===== config.mk =====
export PLATFORM = sky130hd
export DESIGN_NAME = shortest_job_first_timing_top
export DESIGN_NICKNAME = d
export VERILOG_FILES = /design/src/rtl/core/sjf_pkg.sv /design/src/rtl/core/sjf_div.sv /design/src/rtl/core/sjf_ctrl.sv /design/src/rtl/core/sjf_dpath.sv /design/src/rtl/core/shortest_job_first_timing_top.sv
export SDC_FILE = /design/constraint.sdc
export NUM_CORES = 1
export LEC_CHECK = 0
export ABC_AREA = 1
export BUFFER_PORTS_ARGS = -buffer_cell sky130_fd_sc_hd__buf_2
export CORE_MARGIN = 5
export CORE_UTILIZATION = 29
export DETAILED_ROUTE_END_ITERATION = 8
export PLACE_DENSITY = 0.52
export SLEW_MARGIN = 25
export SYNTH_ARGS = -nofsm -noshare
export SYNTH_HDL_FRONTEND = slang
export SYNTH_SLANG_ARGS = --single-unit

===== constraint.sdc =====
create_clock -name clk -period 12 [get_ports clk]
set_input_delay 0.6 -clock clk [delete_from_list [all_inputs] [get_ports clk]]
set_output_delay 0.6 -clock clk [all_outputs]
set_load 0.02 [all_outputs]

===== src/rtl/core/sjf_pkg.sv =====
package sjf_pkg;

  localparam int BURST_W  = 16;
  localparam int JOB_ID_W = 5;
  localparam int TIME_W   = 20;
  localparam int AVG_W    = 28;
  localparam int AVG_FRAC = 8;

  typedef logic [BURST_W-1:0]  burst_t;
  typedef logic [JOB_ID_W-1:0] job_id_t;
  typedef logic [TIME_W-1:0]   time_t;
  typedef logic [AVG_W-1:0]    avg_t;

  typedef struct packed {
    burst_t burst_time;
    logic   last;
  } sjf_in_t;

  typedef struct packed {
    job_id_t job_id;
    burst_t  burst;
    time_t   wait_time;
    time_t   turnaround_time;
    avg_t    avg_wait_q8;
    avg_t    avg_turnaround_q8;
    logic    end_of_set;
    logic    dropped;
  } sjf_out_t;

  typedef struct packed {
    job_id_t id;
    burst_t  burst;
  } entry_t;

  typedef enum logic [2:0] {
    ST_LOAD,
    ST_READ,
    ST_SCAN,
    ST_SWAP,
    ST_DIV_GO,
    ST_DIV_WAIT,
    ST_PUSH
  } state_t;

  typedef struct packed {
    logic load;
    logic read;
    logic scan;
    logic swap;
    logic div_start;
    logic push;
  } cmd_t;

  typedef struct packed {
    logic scan_done;
    logic last_pass;
    logic div_busy;
    logic out_free;
  } status_t;

endpackage


===== src/rtl/core/sjf_div.sv =====
module sjf_div #(
  parameter int DIVD_W = 34,
  parameter int DIVS_W = 5
) (
  input  logic              clk,
  input  logic              rst,
  input  logic              start,
  input  logic [DIVD_W-1:0] dividend,
  input  logic [DIVS_W-1:0] divisor,
  output logic              busy,
  output logic [DIVD_W-1:0] quotient
);

  localparam int STEP_W = $clog2(DIVD_W + 1);

  logic [DIVS_W-1:0] rem;
  logic [DIVS_W-1:0] dsr;
  logic [STEP_W-1:0] steps;
  logic [DIVS_W:0]   trial;
  logic [DIVS_W:0]   diff;
  logic              take;

  assign trial = {rem, quotient[DIVD_W-1]};
  assign take  = trial >= {1'b0, dsr};
  assign diff  = trial - {1'b0, dsr};

  always_ff @(posedge clk) begin
    if (rst) begin
      busy  <= 1'b0;
      steps <= '0;
    end else if (start) begin
      busy  <= 1'b1;
      steps <= STEP_W'(DIVD_W);
    end else if (busy) begin
      steps <= steps - STEP_W'(1);
      busy  <= steps != STEP_W'(1);
    end
  end

  always_ff @(posedge clk) begin
    if (start) begin
      rem      <= '0;
      dsr      <= divisor;
      quotient <= dividend;
    end else if (busy) begin
      rem      <= take ? DIVS_W'(diff) : DIVS_W'(trial);
      quotient <= {quotient[DIVD_W-2:0], take};
    end
  end

endmodule


===== src/rtl/core/sjf_ctrl.sv =====
module sjf_ctrl (
  input  logic             clk,
  input  logic             rst,
  input  logic             job_valid,
  input  logic             job_last,
  input  sjf_pkg::status_t status,
  output logic             job_ready,
  output sjf_pkg::cmd_t    cmd
);

  sjf_pkg::state_t state;
  sjf_pkg::state_t state_next;

  always_ff @(posedge clk) begin
    if (rst) begin
      state <= sjf_pkg::ST_LOAD;
    end else begin
      state <= state_next;
    end
  end

  always_comb begin
    state_next = state;
    case (state)
      sjf_pkg::ST_LOAD: begin
        if (job_valid && job_last) state_next = sjf_pkg::ST_READ;
      end
      sjf_pkg::ST_READ: begin
        state_next = sjf_pkg::ST_SCAN;
      end
      sjf_pkg::ST_SCAN: begin
        if (status.scan_done) state_next = sjf_pkg::ST_SWAP;
      end
      sjf_pkg::ST_SWAP: begin
        state_next = status.last_pass ? sjf_pkg::ST_DIV_GO : sjf_pkg::ST_PUSH;
      end
      sjf_pkg::ST_DIV_GO: begin
        state_next = sjf_pkg::ST_DIV_WAIT;
      end
      sjf_pkg::ST_DIV_WAIT: begin
        if (!status.div_busy) state_next = sjf_pkg::ST_PUSH;
      end
      sjf_pkg::ST_PUSH: begin
        if (status.out_free) begin
          state_next = status.last_pass ? sjf_pkg::ST_LOAD : sjf_pkg::ST_READ;
        end
      end
      default: begin
        state_next = sjf_pkg::ST_LOAD;
      end
    endcase
  end

  always_comb begin
    cmd       = '0;
    job_ready = 1'b0;
    case (state)
      sjf_pkg::ST_LOAD: begin
        job_ready = 1'b1;
        cmd.load  = job_valid;
      end
      sjf_pkg::ST_READ: begin
        cmd.read = 1'b1;
      end
      sjf_pkg::ST_SCAN: begin
        cmd.scan = 1'b1;
      end
      sjf_pkg::ST_SWAP: begin
        cmd.swap = 1'b1;
      end
      sjf_pkg::ST_DIV_GO: begin
        cmd.div_start = 1'b1;
      end
      sjf_pkg::ST_PUSH: begin
        cmd.push = status.out_free;
      end
      default: begin
        cmd = '0;
      end
    endcase
  end

endmodule


===== src/rtl/core/sjf_dpath.sv =====
module sjf_dpath #(
  parameter int MAX_JOBS = 16
) (
  input  logic              clk,
  input  logic              rst,
  input  sjf_pkg::cmd_t     cmd,
  input  sjf_pkg::sjf_in_t  job_data,
  input  logic              sched_ready,
  output sjf_pkg::status_t  status,
  output logic              sched_valid,
  output sjf_pkg::sjf_out_t sched_data
);

  localparam int CNT_W  = $clog2(MAX_JOBS + 1);
  localparam int IDX_W  = (MAX_JOBS > 1) ? $clog2(MAX_JOBS) : 1;
  localparam int ELAP_W = sjf_pkg::BURST_W + CNT_W;
  localparam int SUM_W  = sjf_pkg::BURST_W + 2 * CNT_W;
  localparam int DIVD_W = SUM_W + sjf_pkg::AVG_FRAC;
  localparam int TSAT_W = (ELAP_W > sjf_pkg::TIME_W) ? ELAP_W : sjf_pkg::TIME_W;
  localparam int QSAT_W = (DIVD_W > sjf_pkg::AVG_W) ? DIVD_W : sjf_pkg::AVG_W;
  localparam logic [TSAT_W-1:0] TimeMax = TSAT_W'((64'd1 << sjf_pkg::TIME_W) - 64'd1);
  localparam logic [QSAT_W-1:0] AvgMax  = QSAT_W'((64'd1 << sjf_pkg::AVG_W) - 64'd1);

  sjf_pkg::entry_t mem [MAX_JOBS];
  sjf_pkg::entry_t mem_q;
  sjf_pkg::entry_t mem_wdata;
  logic [IDX_W-1:0] mem_waddr;
  logic [IDX_W-1:0] mem_raddr;
  logic             mem_we;
  logic             mem_re;

  logic [CNT_W-1:0]  count;
  logic              ovf;
  logic [IDX_W-1:0]  a;
  logic [CNT_W-1:0]  b;
  logic [IDX_W-1:0]  sel;
  logic              q_vld;
  logic [IDX_W-1:0]  q_idx;
  sjf_pkg::entry_t   min_ent;
  sjf_pkg::entry_t   a_ent;
  logic [ELAP_W-1:0] elapsed;
  logic [SUM_W-1:0]  sum_wait;
  logic [SUM_W-1:0]  sum_tat;
  sjf_pkg::job_id_t  res_id;
  sjf_pkg::burst_t   res_burst;
  sjf_pkg::time_t    res_wait;
  sjf_pkg::time_t    res_tat;

  logic              store_ok;
  logic [ELAP_W-1:0] tat;
  logic [TSAT_W-1:0] wait_ext;
  logic [TSAT_W-1:0] tat_ext;
  logic              issue;
  logic              div_busy_w;
  logic              div_busy_t;
  logic [DIVD_W-1:0] quo_w;
  logic [DIVD_W-1:0] quo_t;
  logic [QSAT_W-1:0] quo_w_ext;
  logic [QSAT_W-1:0] quo_t_ext;
  sjf_pkg::avg_t     avg_w;
  sjf_pkg::avg_t     avg_t;

  assign store_ok = count < CNT_W'(MAX_JOBS);
  assign issue    = cmd.scan && (b < count);
  assign tat      = elapsed + ELAP_W'(min_ent.burst);
  assign wait_ext = TSAT_W'(elapsed);
  assign tat_ext  = TSAT_W'(tat);
  assign quo_w_ext = QSAT_W'(quo_w);
  assign quo_t_ext = QSAT_W'(quo_t);
  assign avg_w = (quo_w_ext > AvgMax) ? sjf_pkg::avg_t'(AvgMax) : sjf_pkg::avg_t'(quo_w_ext);
  assign avg_t = (quo_t_ext > AvgMax) ? sjf_pkg::avg_t'(AvgMax) : sjf_pkg::avg_t'(quo_t_ext);

  assign status.scan_done = !q_vld && (b >= count);
  assign status.last_pass = (CNT_W'(a) + CNT_W'(1)) == count;
  assign status.div_busy  = div_busy_w || div_busy_t;
  assign status.out_free  = !sched_valid || sched_ready;

  always_comb begin
    mem_we    = 1'b0;
    mem_waddr = sel;
    mem_wdata = a_ent;
    if (cmd.load && store_ok) begin
      mem_we          = 1'b1;
      mem_waddr       = count[IDX_W-1:0];
      mem_wdata.id    = sjf_pkg::job_id_t'(32'(count) + 32'd1);
      mem_wdata.burst = job_data.burst_time;
    end else if (cmd.swap) begin
      mem_we = 1'b1;
    end
  end

  always_comb begin
    mem_re    = cmd.read || issue;
    mem_raddr = cmd.read ? a : b[IDX_W-1:0];
  end

  always_ff @(posedge clk) begin
    if (mem_we) mem[mem_waddr] <= mem_wdata;
    if (mem_re) mem_q <= mem[mem_raddr];
  end

  always_ff @(posedge clk) begin
    if (rst) begin
      count <= '0;
      ovf   <= 1'b0;
      q_vld <= 1'b0;
    end else begin
      if (cmd.load) begin
        if (store_ok) begin
          count <= count + CNT_W'(1);
        end else begin
          ovf <= 1'b1;
        end
      end
      if (cmd.push && status.last_pass) begin
        count <= '0;
        ovf   <= 1'b0;
      end
      if (cmd.read) begin
        q_vld <= 1'b1;
      end else if (cmd.scan) begin
        q_vld <= issue;
      end
    end
  end

  always_ff @(posedge clk) begin
    if (cmd.load && job_data.last) begin
      a        <= '0;
      elapsed  <= '0;
      sum_wait <= '0;
      sum_tat  <= '0;
    end
    if (cmd.read) begin
      q_idx <= a;
      b     <= CNT_W'(a) + CNT_W'(1);
    end
    if (cmd.scan) begin
      if (q_vld) begin
        if (q_idx == a) begin
          min_ent <= mem_q;
          a_ent   <= mem_q;
          sel     <= a;
        end else if (mem_q.burst < min_ent.burst) begin
          min_ent <= mem_q;
          sel     <= q_idx;
        end
      end
      if (issue) begin
        q_idx <= b[IDX_W-1:0];
        b     <= b + CNT_W'(1);
      end
    end
    if (cmd.swap) begin
      res_id    <= min_ent.id;
      res_burst <= min_ent.burst;
      res_wait  <= (wait_ext > TimeMax) ? sjf_pkg::time_t'(TimeMax)
                                        : sjf_pkg::time_t'(wait_ext);
      res_tat   <= (tat_ext > TimeMax) ? sjf_pkg::time_t'(TimeMax)
                                       : sjf_pkg::time_t'(tat_ext);
      elapsed   <= tat;
      sum_wait  <= sum_wait + SUM_W'(elapsed);
      sum_tat   <= sum_tat + SUM_W'(tat);
    end
    if (cmd.push && !status.last_pass) begin
      a <= a + IDX_W'(1);
    end
  end

  sjf_div #(
    .DIVD_W(DIVD_W),
    .DIVS_W(CNT_W)
  ) u_div_wait (
    .clk      (clk),
    .rst      (rst),
    .start    (cmd.div_start),
    .dividend ({sum_wait, {sjf_pkg::AVG_FRAC{1'b0}}}),
    .divisor  (count),
    .busy     (div_busy_w),
    .quotient (quo_w)
  );

  sjf_div #(
    .DIVD_W(DIVD_W),
    .DIVS_W(CNT_W)
  ) u_div_tat (
    .clk      (clk),
    .rst      (rst),
    .start    (cmd.div_start),
    .dividend ({sum_tat, {sjf_pkg::AVG_FRAC{1'b0}}}),
    .divisor  (count),
    .busy     (div_busy_t),
    .quotient (quo_t)
  );

  always_ff @(posedge clk) begin
    if (rst) begin
      sched_valid <= 1'b0;
    end else if (cmd.push) begin
      sched_valid <= 1'b1;
    end else if (sched_ready) begin
      sched_valid <= 1'b0;
    end
  end

  always_ff @(posedge clk) begin
    if (cmd.push) begin
      sched_data.job_id            <= res_id;
      sched_data.burst             <= res_burst;
      sched_data.wait_time         <= res_wait;
      sched_data.turnaround_time   <= res_tat;
      sched_data.avg_wait_q8       <= status.last_pass ? avg_w : '0;
      sched_data.avg_turnaround_q8 <= status.last_pass ? avg_t : '0;
      sched_data.end_of_set        <= status.last_pass;
      sched_data.dropped           <= ovf;
    end
  end

  assert property (@(posedge clk) disable iff (rst)
    cmd.push |-> (!sched_valid || sched_ready))
    else $error("Result pushed over a result that was not transferred.");

  assert property (@(posedge clk) disable iff (rst)
    cmd.div_start |-> !status.div_busy)
    else $error("Divider started while still busy.");

  assert property (@(posedge clk) disable iff (rst)
    count <= CNT_W'(MAX_JOBS))
    else $error("Job count exceeds capacity.");

  assert property (@(posedge clk) disable iff (rst)
    cmd.swap |-> ((CNT_W'(sel) < count) && (sel >= a)))
    else $error("Selected job lies outside the unsorted part.");

endmodule


===== src/rtl/core/shortest_job_first_timing_top.sv =====
// Shortest-job-first scheduler. Bursts arrive on the job channel, one per
// transfer, and are numbered 1, 2, 3 in arrival order. A burst that arrives
// when MAX_JOBS jobs are held is discarded and the set is flagged as dropped.
// The transfer with last set ends the set and starts the run; job_ready stays
// low until the run has pushed its final result into the output register.
// For a set of n jobs, pass k of the selection sort reads the unsorted jobs
// through the single read port of the job memory, one per cycle. The final
// pass also runs two bit-serial dividers for the averages, one quotient bit
// per cycle.
// Results leave on the sched channel in schedule order from an output
// register. When the receiver stalls, the run continues until the next result
// is ready and then waits. Reset empties the job store and clears the flag.
module shortest_job_first_timing_top #(
  parameter int MAX_JOBS = 16
) (
  input  logic              clk,
  input  logic              rst,
  input  logic              job_valid,
  output logic              job_ready,
  input  sjf_pkg::sjf_in_t  job_data,
  output logic              sched_valid,
  input  logic              sched_ready,
  output sjf_pkg::sjf_out_t sched_data
);

  sjf_pkg::cmd_t    cmd;
  sjf_pkg::status_t status;

  sjf_ctrl u_ctrl (
    .clk       (clk),
    .rst       (rst),
    .job_valid (job_valid),
    .job_last  (job_data.last),
    .status    (status),
    .job_ready (job_ready),
    .cmd       (cmd)
  );

  sjf_dpath #(
    .MAX_JOBS(MAX_JOBS)
  ) u_dpath (
    .clk         (clk),
    .rst         (rst),
    .cmd         (cmd),
    .job_data    (job_data),
    .sched_ready (sched_ready),
    .status      (status),
    .sched_valid (sched_valid),
    .sched_data  (sched_data)
  );

endmodule

==> run metrics <==
synth top area cells edfxtp_1 (59%), nand2_1 (9.9%), inv_1 (6.9%), nand3_1 (5.9%), dfxtp_1 (3.3%); CP dominant cell by count nand2_1; Slew Limit Fails 0; kind of cell adding the most delay to the critical path simple AND/OR/NAND/NOR gates; Syn Nets 3,861; Register Area 22,700 µm²; CP required 12.40 ns; Crit. End Element register; IO Port Bufs 141; Post-DP HPWL 70,800 µm; total CTS buffers 87; num rows 130; Arrival @ worst endpoint 4.60 ns; number of max-cap violations 0; power per cell area 235 nW/µm²; fmax 238 MHz; dpl cells 5,448; Final #Nets 4,009; CP Launch Type register; Worst Path Max Fanout 22; Core Area 125,000 µm²; I/O pin count 142; Clock Latency Late Sink 0.66 ns; Post-CTS Hold Buffers 0; leakage power 17.7 nW; Total Wirelength 103,000 µm; worst-margin pin slew 1.07 ns; EDFF count, synth 717; Fin. Hold Viols 0; Avg Cell Area, Syn 9.73 µm²; Synth top area share 59.2%; Setup-failing EPs final 0; status finished, final reports clean; power consumption 9.85 mW; post-route setup TNS 0 ns; Die Area 133,000 µm²; Worst-path clk slew 0.06 ns; # resized after CTS 0; routability cong. 0.887; # DRC 0; Final ANT Viol Nets 0; area of the multi-input gates 10,700 µm²; first-pass GRT wire length 154,000 µm; RSZ-0062 raised after global routing false; vias per cell 4.56; H-tree levels 3; critical path type register to register; CTS tree yes; Final Skew 0.0203 ns; most common cell in the synthesized netlist nand2_1; die height 364 µm; Area growth syn-to-layout 15.1%; worst vdd ir 0.135 mV; Fillers 12,702; Synth Warn # 0; initial antenna violation count 5; CTS sink cnt 777; overall routing resource usage 15.2%; Root Buffer clkbuf_16; vias in the first global route 24,327; Routed WL per cell 18.4 µm; CP max stage delay 0.64 ns; clk buf depth 3; Vias 25,558; drt pass-1 iters 6; critical path's slowest cell nand2_1; Final min period 4.20 ns; drt first-iter violations 2,323; Cells after Synth 3,740; Netlist cell types 44; Worst slew margin 28.4%; sequential area share after synthesis 62.5%; Yosys top cell by area edfxtp_1; Synth Flop Type edfxtp_1; Die W 364 µm; share of cells above drive strength 1 9.42%; largest net degree at the start of global routing 91; post-placement worst setup slack 7.78 ns; post-CTS setup buffer count 0; Hold Path Class primary input to register; CP Cell Sequence ha_1 -> fa_1 -> nand3_1 -> nand3_1 -> nand2_1 -> nand2_1 -> nand2_1 -> nand2_1 -> nand2_1 -> nand2_1 -> nand2_1 -> inv_1 -> ha_1 -> nand2_1 -> nor2_1 -> nand2_1 -> nor3_1 -> nand2_1 -> nand3_1 -> nand2_1 -> inv_1 -> nor2_1; Initial Utilization 29.1%; period utilization 35.0%; final cell count without fillers 5,610; min setup slack post-route 7.80 ns; grt ovf 0; crit path buf inv count 2; WHS 0.222 ns; Post-synth top cells nand2_1 (957), edfxtp_1 (717), inv_1 (667); Synth Cell Area 36,400 µm²; FF+latch count, synth 777; fraction of registers with async set or reset after synthesis 0%
-- kinds of logic (layout without fill, tap and decap cells) --
logic type	Yosys count	in the layout	share of synthesized area [%]
adders and majority gates	100	100	3.54
xor gates and xnor gates	22	22	0.530
buffers and inverters	798	1017	8.51
DFF	777	777	62.5
AOI/OAI and AO/OA	288	288	4.27
and+or+nand+nor	1755	1755	20.7
other	0	1	0
-- worst register-to-register path: stages (launching register included) --
cell,delay [ns]
edfxtp_1,0.43
ha_1,0.27
fa_1,0.46
nand3_1,0.12
nand3_1,0.16
nand2_1,0.10
nand2_1,0.09
nand2_1,0.11
nand2_1,0.09
nand2_1,0.07
nand2_1,0.04
nand2_1,0.64
inv_1,0.12
ha_1,0.40
nand2_1,0.13
nor2_1,0.16
nand2_1,0.10
nor3_1,0.14
nand2_1,0.10
nand3_1,0.10
nand2_1,0.05
inv_1,0.04
nor2_1,0.03
-- power by group --
part           internal (mW)  switching (mW)  leakage (nW)  total (mW)
Sequential              3.50           0.271          7.04        3.77
Clock                   1.56            1.12          1.37        2.67
Combinational          0.954            2.45          9.25        3.41
-- sequential cells by signal (all words and copies together), names as in the netlist, 6 cells and up --
| register | flops |
|---|---|
| u_dpath.res_burst | 16 |
| u_dpath.sched_data | 119 |
| u_dpath.mem | 336 |
| u_dpath.sum_wait | 26 |
| u_dpath.u_div_wait.steps | 6 |
| u_dpath.res_tat | 20 |
| u_dpath.u_div_tat.steps | 6 |
| u_dpath.a_ent | 21 |
| u_dpath.mem_q | 21 |
| u_dpath.res_wait | 20 |
| u_dpath.u_div_wait.quotient | 34 |
| u_dpath.u_div_tat.quotient | 34 |
| u_dpath.sum_tat | 26 |
| u_dpath.min_ent | 21 |
| u_dpath.elapsed | 21 |
-- per-stage QoR --
stage | utilization, % | instance area, µm²
after CTS | 33.5 | 41900
after detailed placement | 31.2 | 39000
final | 33.5 | 41900
after global placement | 31.2 | 39000
after global routing | 33.5 | 41900
after floorplan | - | 36400
-- cell usage in the layout, fill, tap and decap left out, types with 7 or more instances in the layout --
cell type / n
buf_4: 39
clkinvlp_4: 7
nor2_1: 218
o21a_1: 8
edfxtp_1: 717
nor2_2: 15
or2_2: 23
a21oi_1: 145
a22oi_1: 14
dfxtp_1: 60
a31oi_1: 8
o211ai_1: 7
xor2_1: 15
inv_2: 7
clkbuf_16: 89
nand3_1: 429
clkbuf_1: 14
nand3b_1: 52
nor3_1: 20
buf_2: 141
clkinv_2: 12
clkinv_1: 23
inv_1: 665
xnor2_1: 7
nand2_2: 7
o21ai_0: 94
nand4_1: 22
bufinv_16: 9
ha_1: 95
nand2_1: 952
-- worst paths after layout --
kind	from	to	slack, ns	cells after the start
max	u_dpath.elapsed[0]	u_dpath.sum_tat[24]	7.80	22
min	rst	u_dpath.sched_valid	0.22	2
max reg2reg	u_dpath.elapsed[0]	u_dpath.sum_tat[24]	7.80	22
min reg2reg	u_dpath.min_ent[19]	u_dpath.res_id[3]	0.41	0
-- area by class of cell --
cell class / instances / share of cell area (%)
multi-input cells: 2165 / 25.5
inverters: 674 / 6.04
flip-flops and latches: 777 / 54.3
clock buffers: 103 / 5.44
well taps: 1650 / 4.93
clock inverters: 57 / 1.37
repair buffers: 183 / 2.46
diodes: 1 / 0.00597
-- per-layer routing --
metal,part of all wire [%],up-vias,global-route usage [%]
li1,-,12588,-
met1,46,12153,21.2
met2,46,675,24.8
met3,5.5,142,2.75
met4,2.3,0,3.61
met5,0,-,0
Note: power is estimated with default switching activity, not from simulation.
